## src/rtl/mcpg_pkg.sv

```systemverilog
// Shared types, constants and point tables for the midpoint circle point generator.
// No dependencies; every other file in rtl/ refers to this package by scoped name.
package mcpg_pkg;

  // Default coordinate width of the centre fields.
  localparam int COORD_BITS_DEF = 8;
  // Default depth of the step queue between the front and back ends.
  localparam int QDEPTH_DEF     = 2;

  localparam int RADIUS_W = 7;   // radius field width
  localparam int OFS_W    = 9;   // signed working width of the a/b offsets
  localparam int DEC_W    = 12;  // signed width of the decision term
  localparam int PT_W     = 3;   // point index within a step
  localparam int NUM_PTS  = 8;   // points per step

  // Opcodes of the input item.
  localparam logic OP_LOAD = 1'b0;
  localparam logic OP_STEP = 1'b1;

  // Decision-term constants.
  localparam logic signed [DEC_W-1:0] DEC_INIT  = DEC_W'(3);
  localparam logic signed [DEC_W-1:0] DEC_NEG   = DEC_W'(6);
  localparam logic signed [DEC_W-1:0] DEC_POS   = DEC_W'(10);

  // Non-coordinate part of one queued step.
  typedef struct packed {
    logic [RADIUS_W-1:0] a;
    logic [RADIUS_W-1:0] b;
    logic                on;
    logic                done;
  } job_t;

  // How each of the eight points is built from (a, b).
  typedef struct packed {
    logic swap;   // x takes b, y takes a
    logic neg_x;
    logic neg_y;
  } pt_sel_t;

  // Point order: (a,b) (b,a) (-a,b) (b,-a) (-a,-b) (-b,-a) (a,-b) (-b,a)
  localparam pt_sel_t PT_TAB [NUM_PTS] = '{
    '{swap: 1'b0, neg_x: 1'b0, neg_y: 1'b0},
    '{swap: 1'b1, neg_x: 1'b0, neg_y: 1'b0},
    '{swap: 1'b0, neg_x: 1'b1, neg_y: 1'b0},
    '{swap: 1'b1, neg_x: 1'b0, neg_y: 1'b1},
    '{swap: 1'b0, neg_x: 1'b1, neg_y: 1'b1},
    '{swap: 1'b1, neg_x: 1'b1, neg_y: 1'b1},
    '{swap: 1'b0, neg_x: 1'b0, neg_y: 1'b1},
    '{swap: 1'b1, neg_x: 1'b1, neg_y: 1'b0}
  };

  localparam logic [PT_W-1:0] PT_LAST = PT_W'(NUM_PTS - 1);

endpackage

```

## src/rtl/mcpg_if.sv

```systemverilog
// Valid/ready channel interfaces for the circle point generator (input and output).
// Depends on mcpg_pkg for field widths.
interface mcpg_in_if #(
  parameter int COORD_BITS = mcpg_pkg::COORD_BITS_DEF
);
  logic                                 valid;
  logic                                 ready;
  logic                                 opcode;
  logic signed [COORD_BITS-1:0]         center_x;
  logic signed [COORD_BITS-1:0]         center_y;
  logic        [mcpg_pkg::RADIUS_W-1:0] radius;
  logic                                 pixel_on;

  modport source (output valid, opcode, center_x, center_y, radius, pixel_on, input ready);
  modport sink   (input valid, opcode, center_x, center_y, radius, pixel_on, output ready);
endinterface

interface mcpg_out_if #(
  parameter int COORD_BITS = mcpg_pkg::COORD_BITS_DEF
);
  logic                       valid;
  logic                       ready;
  logic signed [COORD_BITS:0] point_x;
  logic signed [COORD_BITS:0] point_y;
  logic                       point_on;
  logic                       last_of_step;
  logic                       circle_done;

  modport source (output valid, point_x, point_y, point_on, last_of_step, circle_done,
                  input ready);
  modport sink   (input valid, point_x, point_y, point_on, last_of_step, circle_done,
                  output ready);
endinterface

```

## src/rtl/mcpg_queue.sv

```systemverilog
// Small FIFO of step jobs between the front and back ends.
// Depends on mcpg_pkg for its default depth.
module mcpg_queue #(
  parameter int DATA_W = 8,
  parameter int DEPTH  = mcpg_pkg::QDEPTH_DEF
) (
  input  logic              clk,
  input  logic              rst,
  input  logic              push,
  input  logic [DATA_W-1:0] push_data,
  input  logic              pop,
  output logic [DATA_W-1:0] head,
  output logic              full,
  output logic              empty
);
  localparam int PTR_W = (DEPTH > 1) ? $clog2(DEPTH) : 1;
  localparam int CNT_W = $clog2(DEPTH + 1);

  logic [DATA_W-1:0] mem [DEPTH];
  logic [PTR_W-1:0]  wr_ptr;
  logic [PTR_W-1:0]  rd_ptr;
  logic [CNT_W-1:0]  count;

  assign full  = (count == CNT_W'(DEPTH));
  assign empty = (count == '0);
  assign head  = mem[rd_ptr];

  always_ff @(posedge clk) begin
    if (push) begin
      mem[wr_ptr] <= push_data;
    end
  end

  always_ff @(posedge clk) begin
    if (rst) begin
      wr_ptr <= '0;
      rd_ptr <= '0;
      count  <= '0;
    end else begin
      if (push) begin
        wr_ptr <= (wr_ptr == PTR_W'(DEPTH - 1)) ? '0 : wr_ptr + 1'b1;
      end
      if (pop) begin
        rd_ptr <= (rd_ptr == PTR_W'(DEPTH - 1)) ? '0 : rd_ptr + 1'b1;
      end
      if (push && !pop) begin
        count <= count + 1'b1;
      end else if (pop && !push) begin
        count <= count - 1'b1;
      end
    end
  end
endmodule

```

## src/rtl/mcpg_front.sv

```systemverilog
// Front end: accepts load and step items, runs the midpoint recurrence, queues step jobs.
// Depends on mcpg_pkg and mcpg_in_if.
module mcpg_front #(
  parameter int COORD_BITS = mcpg_pkg::COORD_BITS_DEF
) (
  input  logic                         clk,
  input  logic                         rst,
  mcpg_in_if.sink                      in_ch,
  input  logic                         q_full,
  output logic                         q_push,
  output logic signed [COORD_BITS-1:0] job_cx,
  output logic signed [COORD_BITS-1:0] job_cy,
  output mcpg_pkg::job_t               job
);
  localparam int OW = mcpg_pkg::OFS_W;
  localparam int DW = mcpg_pkg::DEC_W;
  localparam int RW = mcpg_pkg::RADIUS_W;

  logic signed [COORD_BITS-1:0] cx;
  logic signed [COORD_BITS-1:0] cy;
  logic signed [OW-1:0]         a;
  logic signed [OW-1:0]         b;
  logic signed [DW-1:0]         d;
  logic                         on;
  logic                         busy;

  logic signed [OW-1:0] a_next;
  logic signed [OW-1:0] b_next;
  logic signed [DW-1:0] d_next;
  logic signed [DW-1:0] a_w;
  logic signed [DW-1:0] b_w;
  logic                 done;
  logic                 fire;

  assign in_ch.ready = !q_full;
  assign fire        = in_ch.valid && in_ch.ready;

  always_comb begin
    a_w    = DW'(a);
    b_w    = DW'(b);
    a_next = a + OW'(1);
    if (d < 0) begin
      d_next = d + (a_w <<< 2) + mcpg_pkg::DEC_NEG;
      b_next = b;
    end else begin
      d_next = d + ((a_w - b_w) <<< 2) + mcpg_pkg::DEC_POS;
      b_next = b - OW'(1);
    end
    done = (a_next > b_next);
  end

  // Queue only steps of an active circle; snapshot the offsets before the update.
  assign q_push   = fire && (in_ch.opcode == mcpg_pkg::OP_STEP) && busy;
  assign job_cx   = cx;
  assign job_cy   = cy;
  assign job.a    = a[RW-1:0];
  assign job.b    = b[RW-1:0];
  assign job.on   = on;
  assign job.done = done;

  always_ff @(posedge clk) begin
    if (rst) begin
      cx   <= '0;
      cy   <= '0;
      a    <= '0;
      b    <= '0;
      d    <= '0;
      on   <= 1'b0;
      busy <= 1'b0;
    end else if (fire) begin
      if (in_ch.opcode == mcpg_pkg::OP_LOAD) begin
        cx   <= in_ch.center_x;
        cy   <= in_ch.center_y;
        a    <= '0;
        b    <= OW'(in_ch.radius);
        d    <= mcpg_pkg::DEC_INIT - (DW'(in_ch.radius) <<< 1);
        on   <= in_ch.pixel_on;
        busy <= 1'b1;
      end else if (busy) begin
        a    <= a_next;
        b    <= b_next;
        d    <= d_next;
        busy <= !done;
      end
    end
  end
endmodule

```

## src/rtl/mcpg_back.sv

```systemverilog
// Back end: plays one queued step out as eight point beats on the output channel.
// Depends on mcpg_pkg and mcpg_out_if.
module mcpg_back #(
  parameter int COORD_BITS = mcpg_pkg::COORD_BITS_DEF
) (
  input  logic                         clk,
  input  logic                         rst,
  input  logic                         q_empty,
  input  logic signed [COORD_BITS-1:0] head_cx,
  input  logic signed [COORD_BITS-1:0] head_cy,
  input  mcpg_pkg::job_t               head_job,
  output logic                         q_pop,
  mcpg_out_if.source                   out_ch
);
  localparam int CW = COORD_BITS + 1;
  localparam int PW = mcpg_pkg::PT_W;

  logic                         job_valid;
  logic signed [COORD_BITS-1:0] cx;
  logic signed [COORD_BITS-1:0] cy;
  mcpg_pkg::job_t               job;
  logic [PW-1:0]                k;

  mcpg_pkg::pt_sel_t    sel;
  logic [CW-1:0]        ox;
  logic [CW-1:0]        oy;
  logic [CW-1:0]        cx_w;
  logic [CW-1:0]        cy_w;
  logic                 fire;
  logic                 is_last;
  logic                 free;

  assign fire    = out_ch.valid && out_ch.ready;
  assign is_last = (k == mcpg_pkg::PT_LAST);
  assign free    = !job_valid || (fire && is_last);
  assign q_pop   = free && !q_empty;

  always_comb begin
    sel  = mcpg_pkg::PT_TAB[k];
    ox   = sel.swap ? CW'(job.b) : CW'(job.a);
    oy   = sel.swap ? CW'(job.a) : CW'(job.b);
    cx_w = {cx[COORD_BITS-1], cx};
    cy_w = {cy[COORD_BITS-1], cy};
  end

  assign out_ch.valid        = job_valid;
  assign out_ch.point_x      = sel.neg_x ? (cx_w - ox) : (cx_w + ox);
  assign out_ch.point_y      = sel.neg_y ? (cy_w - oy) : (cy_w + oy);
  assign out_ch.point_on     = job.on;
  assign out_ch.last_of_step = is_last;
  assign out_ch.circle_done  = is_last && job.done;

  always_ff @(posedge clk) begin
    if (q_pop) begin
      cx  <= head_cx;
      cy  <= head_cy;
      job <= head_job;
    end
  end

  always_ff @(posedge clk) begin
    if (rst) begin
      job_valid <= 1'b0;
      k         <= '0;
    end else begin
      if (free) begin
        job_valid <= !q_empty;
        k         <= '0;
      end else if (fire) begin
        k <= k + 1'b1;
      end
    end
  end

`ifndef NO_ASSERTIONS
  a_idle_index_zero: assert property (@(posedge clk) disable iff (rst)
    !job_valid |-> (k == '0))
    else $error("point index advanced with no job loaded");

  a_stall_holds_index: assert property (@(posedge clk) disable iff (rst)
    (job_valid && !out_ch.ready) |=> (job_valid && $stable(k)))
    else $error("stalled step lost its job or point index");

  a_done_on_last: assert property (@(posedge clk) disable iff (rst)
    (out_ch.valid && out_ch.circle_done) |-> out_ch.last_of_step)
    else $error("circle_done outside the last point of a step");

  a_pop_when_free: assert property (@(posedge clk) disable iff (rst)
    (job_valid && !is_last && q_pop) |-> 1'b0)
    else $error("queue popped while a step is still playing out");
`endif
endmodule

```

## src/rtl/midpoint_circle_point_generator_unit.sv

```systemverilog
// Top level of the midpoint circle point generator: front end, step queue, back end.
// Depends on mcpg_pkg, mcpg_in_if/mcpg_out_if, mcpg_front, mcpg_queue and mcpg_back.
//
//   channel   dir   beat contents                                    per item
//   in_ch     in    opcode, center_x, center_y, radius, pixel_on      one beat
//   out_ch    out   point_x, point_y, point_on, last_of_step,         eight beats per
//                   circle_done                                       active step
//
// A load or a step is taken whenever the step queue has room; a load and a step of an
// idle circle give no output beats.
// Each queued step occupies the back end for eight beats, one point per beat; the next
// step is popped as its last beat is taken, so the single output channel sets the pace.
// Reset (rst, synchronous) drops any active circle and empties the queue.
// An output stall holds the current point; input keeps flowing until the queue fills.
module midpoint_circle_point_generator_unit #(
  parameter int COORD_BITS = mcpg_pkg::COORD_BITS_DEF,
  parameter int QDEPTH     = mcpg_pkg::QDEPTH_DEF
) (
  input  logic        clk,
  input  logic        rst,
  mcpg_in_if.sink     in_ch,
  mcpg_out_if.source  out_ch
);
  localparam int JOB_BITS = $bits(mcpg_pkg::job_t);
  localparam int DATA_W   = 2 * COORD_BITS + JOB_BITS;

  // Front-end snapshot of one step.
  logic                         q_push;
  logic signed [COORD_BITS-1:0] push_cx;
  logic signed [COORD_BITS-1:0] push_cy;
  mcpg_pkg::job_t               push_job;

  // Queue status and head.
  logic                         q_full;
  logic                         q_empty;
  logic                         q_pop;
  logic [DATA_W-1:0]            q_head;

  // Head fields as seen by the back end.
  logic signed [COORD_BITS-1:0] head_cx;
  logic signed [COORD_BITS-1:0] head_cy;
  mcpg_pkg::job_t               head_job;

  assign head_cx  = q_head[DATA_W-1 -: COORD_BITS];
  assign head_cy  = q_head[JOB_BITS +: COORD_BITS];
  assign head_job = q_head[JOB_BITS-1:0];

  // Classify items and advance the recurrence.
  mcpg_front #(
    .COORD_BITS (COORD_BITS)
  ) u_front (
    .clk    (clk),
    .rst    (rst),
    .in_ch  (in_ch),
    .q_full (q_full),
    .q_push (q_push),
    .job_cx (push_cx),
    .job_cy (push_cy),
    .job    (push_job)
  );

  // Decouple item intake from point output.
  mcpg_queue #(
    .DATA_W (DATA_W),
    .DEPTH  (QDEPTH)
  ) u_queue (
    .clk       (clk),
    .rst       (rst),
    .push      (q_push),
    .push_data ({push_cx, push_cy, push_job}),
    .pop       (q_pop),
    .head      (q_head),
    .full      (q_full),
    .empty     (q_empty)
  );

  // Emit the eight symmetric points of each step.
  mcpg_back #(
    .COORD_BITS (COORD_BITS)
  ) u_back (
    .clk      (clk),
    .rst      (rst),
    .q_empty  (q_empty),
    .head_cx  (head_cx),
    .head_cy  (head_cy),
    .head_job (head_job),
    .q_pop    (q_pop),
    .out_ch   (out_ch)
  );
endmodule

```

## src/flat_wrapper.sv

```systemverilog
// flat-port wrapper written by rule: the top's interface ports become plain ports
module midpoint_circle_point_generator_unit_flat 
#(
  parameter int COORD_BITS = mcpg_pkg::COORD_BITS_DEF,
  parameter int QDEPTH     = mcpg_pkg::QDEPTH_DEF
)
  (clk, rst, in_ch_valid, in_ch_opcode, in_ch_center_x, in_ch_center_y, in_ch_radius, in_ch_pixel_on, in_ch_ready, out_ch_valid, out_ch_point_x, out_ch_point_y, out_ch_point_on, out_ch_last_of_step, out_ch_circle_done, out_ch_ready);
  mcpg_in_if #(.COORD_BITS(COORD_BITS)) in_ch_i ();
  mcpg_out_if #(.COORD_BITS(COORD_BITS)) out_ch_i ();
  input  logic clk;
  input  logic rst;
  input wire logic [$bits(in_ch_i.valid)-1:0] in_ch_valid;
  input wire logic [$bits(in_ch_i.opcode)-1:0] in_ch_opcode;
  input wire logic [$bits(in_ch_i.center_x)-1:0] in_ch_center_x;
  input wire logic [$bits(in_ch_i.center_y)-1:0] in_ch_center_y;
  input wire logic [$bits(in_ch_i.radius)-1:0] in_ch_radius;
  input wire logic [$bits(in_ch_i.pixel_on)-1:0] in_ch_pixel_on;
  output wire logic [$bits(in_ch_i.ready)-1:0] in_ch_ready;
  output wire logic [$bits(out_ch_i.valid)-1:0] out_ch_valid;
  output wire logic [$bits(out_ch_i.point_x)-1:0] out_ch_point_x;
  output wire logic [$bits(out_ch_i.point_y)-1:0] out_ch_point_y;
  output wire logic [$bits(out_ch_i.point_on)-1:0] out_ch_point_on;
  output wire logic [$bits(out_ch_i.last_of_step)-1:0] out_ch_last_of_step;
  output wire logic [$bits(out_ch_i.circle_done)-1:0] out_ch_circle_done;
  input wire logic [$bits(out_ch_i.ready)-1:0] out_ch_ready;
  assign in_ch_i.valid = in_ch_valid;
  assign in_ch_i.opcode = in_ch_opcode;
  assign in_ch_i.center_x = in_ch_center_x;
  assign in_ch_i.center_y = in_ch_center_y;
  assign in_ch_i.radius = in_ch_radius;
  assign in_ch_i.pixel_on = in_ch_pixel_on;
  assign in_ch_ready = in_ch_i.ready;
  assign out_ch_valid = out_ch_i.valid;
  assign out_ch_point_x = out_ch_i.point_x;
  assign out_ch_point_y = out_ch_i.point_y;
  assign out_ch_point_on = out_ch_i.point_on;
  assign out_ch_last_of_step = out_ch_i.last_of_step;
  assign out_ch_circle_done = out_ch_i.circle_done;
  assign out_ch_i.ready = out_ch_ready;
  midpoint_circle_point_generator_unit #(.COORD_BITS(COORD_BITS), .QDEPTH(QDEPTH)) u_core (.clk(clk), .rst(rst), .in_ch(in_ch_i), .out_ch(out_ch_i));
endmodule
```

## config.mk

```make
export PLATFORM = sky130hd
export DESIGN_NAME = midpoint_circle_point_generator_unit_flat
export DESIGN_NICKNAME = d
export VERILOG_FILES = /design/src/rtl/mcpg_pkg.sv /design/src/rtl/mcpg_if.sv /design/src/rtl/mcpg_queue.sv /design/src/rtl/mcpg_front.sv /design/src/rtl/mcpg_back.sv /design/src/rtl/midpoint_circle_point_generator_unit.sv /design/src/flat_wrapper.sv
export SDC_FILE = /design/constraint.sdc
export NUM_CORES = 1
export LEC_CHECK = 0
export BUFFER_PORTS_ARGS = -buffer_cell sky130_fd_sc_hd__buf_2
export CORE_MARGIN = 2
export CORE_UTILIZATION = 56
export CTS_CLUSTER_DIAMETER = 150
export CTS_CLUSTER_SIZE = 24
export DETAILED_ROUTE_END_ITERATION = 7
export GPL_TIMING_DRIVEN = 0
export PLACE_DENSITY_LB_ADDON = 0.05
export SETUP_SLACK_MARGIN = 0.4
export SLEW_MARGIN = 15
export SYNTH_ARGS = -nofsm -noshare
export SYNTH_HDL_FRONTEND = slang
export SYNTH_SLANG_ARGS = --single-unit
```

## constraint.sdc

```tcl
create_clock -name clk -period 7.6 [get_ports clk]
set_input_delay 1.14 -clock clk [delete_from_list [all_inputs] [get_ports clk]]
set_output_delay 1.14 -clock clk [all_outputs]
set_load 0.005 [all_outputs]
```

After elaboration in Yosys (flattened, before gate mapping)
Memories as Yosys holds them, arrays and structs flattened. A register that Yosys moved wholly into a read port is not among the register bits.
Cells that the tools add are included.

operators by class
  reductions and logical operators = 21
  equal/unequal tests = 3
  bitwise logic cells = 2
  multiplexer cells = 22
  $add $sub $neg = 17
  order comparisons = 3

operator list
  kind                   count
  $mux 9                 7
  $mux 12                3
  $add 8x8->9            2
  $sub 8x8->9            2
  $mux 7                 2
  $add 12x11->12         1
  $add 12x12->12         1
  $add 12x4->12 const B  1
  $add 12x5->12 const B  1
  $lt 12x1->1 const B    1
  $sub 9x9->10           1
  $add 9x2->9 const B    1
  $gt 9x9->1             1
  $logic_and 1x1->1      9
  $sub 2x8->9 const A    1
  $sub 9x2->9 const B    1
  $logic_not 1->1        6
  $mux 1                 6
  $mux 3                 2
  $ge 4x4->1 const B     1
  $mux 2                 2
  $not 3->4              1
  $reduce_and 2->1       2
  $add 3x1->3 const B    1
  other kinds (11)       12

word-level totals
  memories = 2
  ROM bits = 24
  input bits = 29
  register bits after elaboration = 56
  RAM bits = 64
  output and inout bits = 23

memory list
  memory              words  bits a word  read ports  clocked after Yosys merged registers in  write ports  line              source
  u_core.u_queue.mem  2      32           1           1                                        1            mcpg_queue.sv:19  logic [DATA_W-1:0] mem [DEPTH];
  (no name shown)     8      3            1           0                                        0            mcpg_back.sv:39   sel = mcpg_pkg::PT_TAB[k];

Longest topological paths before layout
  word-level depth = 9
  gate-level depth with buffers = 17
  gate-level depth less buffers = 17

Modules after synthesis
Synthesis repeated with hierarchy kept, for this count alone.

unflattened totals
  cell total of the unflattened synthesis = 889
  area total of the unflattened synthesis = 9098.7 um^2

by module, submodules not included
  module      instances  area an instance (um^2)  seq. area each (um^2)  cells each
  mcpg_front  1          4052.6                   940.9                  523
  mcpg_back   1          2528.7                   1041.0                 244
  mcpg_queue  1          2517.4                   2021.9                 122

Worst setup path after synthesis
Ideal clock, no wire load.

  kind = register -> output
  start = register u_core.u_back.k[0]
  end = output out_ch_point_x[8]
  cell stages (with the launch flop) = 14
  path buffers = 2
  data required time = 6.460 ns
  arrival = 3.194 ns
  setup slack = 3.266 ns
  cell sequence = dfxtp_1 buf_2 buf_4 inv_1 ha_1 xor2_1 o21ai_0 fa_1 a21o_1 a21oi_1 nor2b_1 o21a_1 o41ai_1 xnor2_1

between the ends
  cells in the longest elaborated chain, start to end = 7
  elaborated cells on any way between the ends = 8
  classes of those cells = 2 x add/sub; 4 x mux; 1 x bitwise; 1 x memory

RTL lines
  what                                               line                source
  start: declaration                                 mcpg_back.sv:22     logic [PW-1:0] k;
  start signal: assignment                           mcpg_back.sv:70     k <= k + 1'b1;
  $not 3->4 (implied by the code) *                  mcpg_back.sv:39
  $mem_v2 8x3 *                                      -
  $mux 3 (implied by the code) * (2 in a row)        mcpg_back.sv:39
  $mux 7                                             mcpg_back.sv:40     ox = sel.swap ? CW'(job.b) : CW'(job.a);
  $add 8x8->9 / $sub 8x8->9 (equally long branches)  mcpg_back.sv:47     assign out_ch.point_x = sel.neg_x ? (cx_w - ox) : (cx_w + ox);
  $mux 9 *                                           mcpg_back.sv:47
  end: declaration                                   flat_wrapper.sv:20  output wire logic [$bits(out_ch_i.point_x)-1:0] out_ch_point_x;

Every way passes the cells marked *; elsewhere a longest branch is shown, timed or not. The select of a mux whose other input is x is not followed.

Worst setup path after layout
Ends and elaborated chain as after synthesis.

==> impl_results.md <==
* Status: finished clean
* CTS Buffer Depth at 2
* DP Wirelength at about 15000 um
* Setup violators final at 0
* Clock Pin Slew Worst Setup and Hold Paths at approximately 0.060 ns
* Slew HR at 0.499
* Layout Utilization at 0.647
* Netlist cell types at between 40 and 50
* Total clock sinks at approximately 150
* Synthesized instance count at 843
* Worst-Skew Late Latency at 0.42 ns
* # rows at 45
* FF+latch count, synth at between 150 and 200
* First-pass GRT wire length at 31900 um
* Core area at about 15000 um2
* Mapped Nets at 956
* Max Slew Vio Count at 0
* CP endpoint kind: output pin
* Yosys top cell area share at 0.330
* Nets@finish at between 1000 and 1500
* Final TNS setup at 0 ns
* Number of diodes at 0
* Initial core utilization at 0.575
* Commonest cells post-synth: 96 x edfxtp_1, 79 x ha_1, 75 x nor2_1, 67 x nand2_1, 64 x a21oi_1
* Post-CTS setup repair buffer count at 0
* DIE WIDTH at ~130 um
* XOR/XNOR Fraction of Synth Area at 0.0652
* Clk_skew at around 0.011 ns
* Cts hold-fix bufs at 0
* Clock H-tree levels at 4
* Final min period at 5.51 ns
* Setup crit start kind: flip-flop
* Die ar. at between 15000 and 20000 um2
* Total power at about 3.5 mW
* P_leak at just under 4 nW
* Fraction of layout cells with a size suffix above 1 at 0.149
* Total of max-cap violations at 0
* Total gr overflow at 0
* Cts repair resizes at 0
* CTS tree: yes
* Detailed Route WL at around 20000 um
* Worst hold slack at 0.455 ns
* DR vias/cell at ~5.8
* Post-synthesis sequential area ratio at 0.456
* PortBufs at 49
* Num CTS Buffers at 17
* Worst-margin pin slew at 0.750 ns
* DR pass1 iterations at 5
* DRT iter0 DRCs at 340
* Arrival time worst endpoint at 4.37 ns
* Die span in y at around 130 um
* Initial antenna violation count at 0
* Synth Area in Simple Gates at 0.130
* Mean Syn Cell Area at roughly 10 um2
* Worst Setup Path Type: flip-flop to output pin
* Pin count of the biggest net entering global routing at 34
* CTS root buf: clkbuf_16
* Top-count cell post-synth: edfxtp_1
* Mux share of post-synthesis cell area at 0.0692
* WL/cell at between 15 and 20 um
* GRT Total Usage at 0.252
* Yosys warns at 0
* Setup WS post-layout at between 2 and 2.5 ns
* Fill count at 1278
* Pre-CTS WS at between 2 and 3 ns
* VDD IR max at ~180 uV
* Final-report hold violation count at 0
* Max FO, Critical Path at 10
* Io pins at 52
* Largest family of logic cells by synthesized area: simple AND/OR/NAND/NOR gates
* Drt drc at 0
* Tcrit/Tclk final at 0.725
* Syn-to-layout area delta at 12.6%
* Number of flops mapped to enable cells by yosys at 96
* Post-synth top flop: edfxtp_1
* Achievable clock frequency at around 0.18 GHz
* Gpl congestion at between 0.9 and 1
* Pwr/cell area at 357 nW/um2
* Post-route antenna net violation count at 0
* Worst Hold Class: flip-flop to flip-flop
* Post-synth top area cell: edfxtp_1
* Cell area after synthesis at slightly below 9000 um2
* Adder-Cell Fraction of Synth Area at 0.125
* Async SR Flop Fraction at 0
* RSZ-0062 raised after global routing: no
* Vias at about 6400
* Synth area leaders: edfxtp_1 33%, dfxtp_1 13%, ha_1 11%, mux2_2 4.5%, xnor2_1 3.8%
* Compound-gate portion of the synthesized area at 0.120
* Req. time, crit path at roughly 6.5 ns
* Vias in the first global route at between 6000 and 7000
logic make-up after synthesis:
group,count (synthesis)
AOI/OAI and AO/OA,175
DFF,151
adders and majority gates,84
and+or+nand+nor,237
muxes,56
xor gates and xnor gates,65
buffers and inverters,75
final timing paths:
kind                            depth (start not counted)                             endpoint                                   from  slack [ns]
worst min register to register                          0  u_core.u_queue.mem[1][18]$_DFFE_PP_  u_core.u_front.job_cy[2]$_SDFFE_PP0P_        0.46
worst min-delay path                                    0  u_core.u_queue.mem[1][18]$_DFFE_PP_  u_core.u_front.job_cy[2]$_SDFFE_PP0P_        0.46
worst max-delay path                                   14                    out_ch_point_x[8]        u_core.u_back.k[0]$_SDFFE_PP0P_        2.09
worst max register to register                         16    u_core.u_front.d[10]$_SDFFE_PP0P_       u_core.u_front.a[0]$_SDFFE_PP0P_        3.39
per-layer routing:
metal,GRT usage,routed length (um),share of wire,vias up
met1,0.339,9150,0.46,3089
met4,0.0710,303,0.015,0
met2,0.419,9610,0.48,140
met3,0.0478,875,0.044,24
met5,0,0,0,-
li1,-,-,-,3176
per-stage QoR:
step,area [um2],instances
5_1_grt,9830,1114
2_1_floorplan,8730,843
4_1_cts,9830,1114
3_3_place_gp,9220,1080
3_5_place_dp,9260,1082
6_report,9830,1114
where the power goes:
group	internal (mW)	switching, mW	total, mW
Combinational	0.704	0.861	1.57
Sequential	1.03	0.108	1.14
Clock	0.459	0.349	0.808
area by class of cell:
cell class,instances,area (um2),area share
clock inverter,15,144,0.0146
inverter,48,180,0.0183
multi-input combinational,617,4460,0.454
sequential,151,3980,0.405
timing repair buffer,51,285,0.0290
clock buffer,17,425,0.0433
tap,188,235,0.0239
buffer,27,116,0.0118
state kept, by name, summed over array words and instances, names as in the netlist:
| name | cells |
|---|---|
| u_core.u_queue.mem | 64 |
| u_core.u_back.job | 15 |
| u_core.u_front.d | 11 |
| u_core.u_front.a | 9 |
| u_core.u_front.b | 9 |
| u_core.u_back.cx | 8 |
| u_core.u_back.cy | 8 |
| u_core.u_front.job_cx | 8 |
| u_core.u_front.job_cy | 8 |
| u_core.u_back.k | 3 |
| u_core.u_queue.count | 2 |
| u_core.u_back.out_ch.point_on | 1 |
| u_core.u_back.out_ch.valid | 1 |
| u_core.u_front.busy | 1 |
| u_core.u_front.on | 1 |
| u_core.u_queue.rd_ptr | 1 |
| u_core.u_queue.wr_ptr | 1 |
critical path, cell delays in order (launching register included):
cell	delay, ns
dfxtp_1	0.48
buf_2	0.31
buf_4	0.25
inv_1	0.08
ha_1	0.22
xor2_1	0.48
o21ai_0	0.30
fa_1	0.49
a21o_1	0.20
a21oi_1	0.22
nor2b_1	0.08
o21a_1	0.19
o41ai_1	0.33
xnor2_1	0.18
buf_2	0.14
layout by cell type, fill, tap and decap left out, types with 35 or more instances in the layout:
| cell | instances |
|---|---|
| mux2_2 | 35 |
| xnor2_1 | 38 |
| buf_2 | 58 |
| nand2_1 | 67 |
| a21oi_1 | 64 |
| inv_1 | 47 |
| dfxtp_1 | 55 |
| ha_1 | 79 |
| nor2_1 | 74 |
| o21ai_0 | 41 |
| edfxtp_1 | 96 |
(Power assumes the default switching activity.)
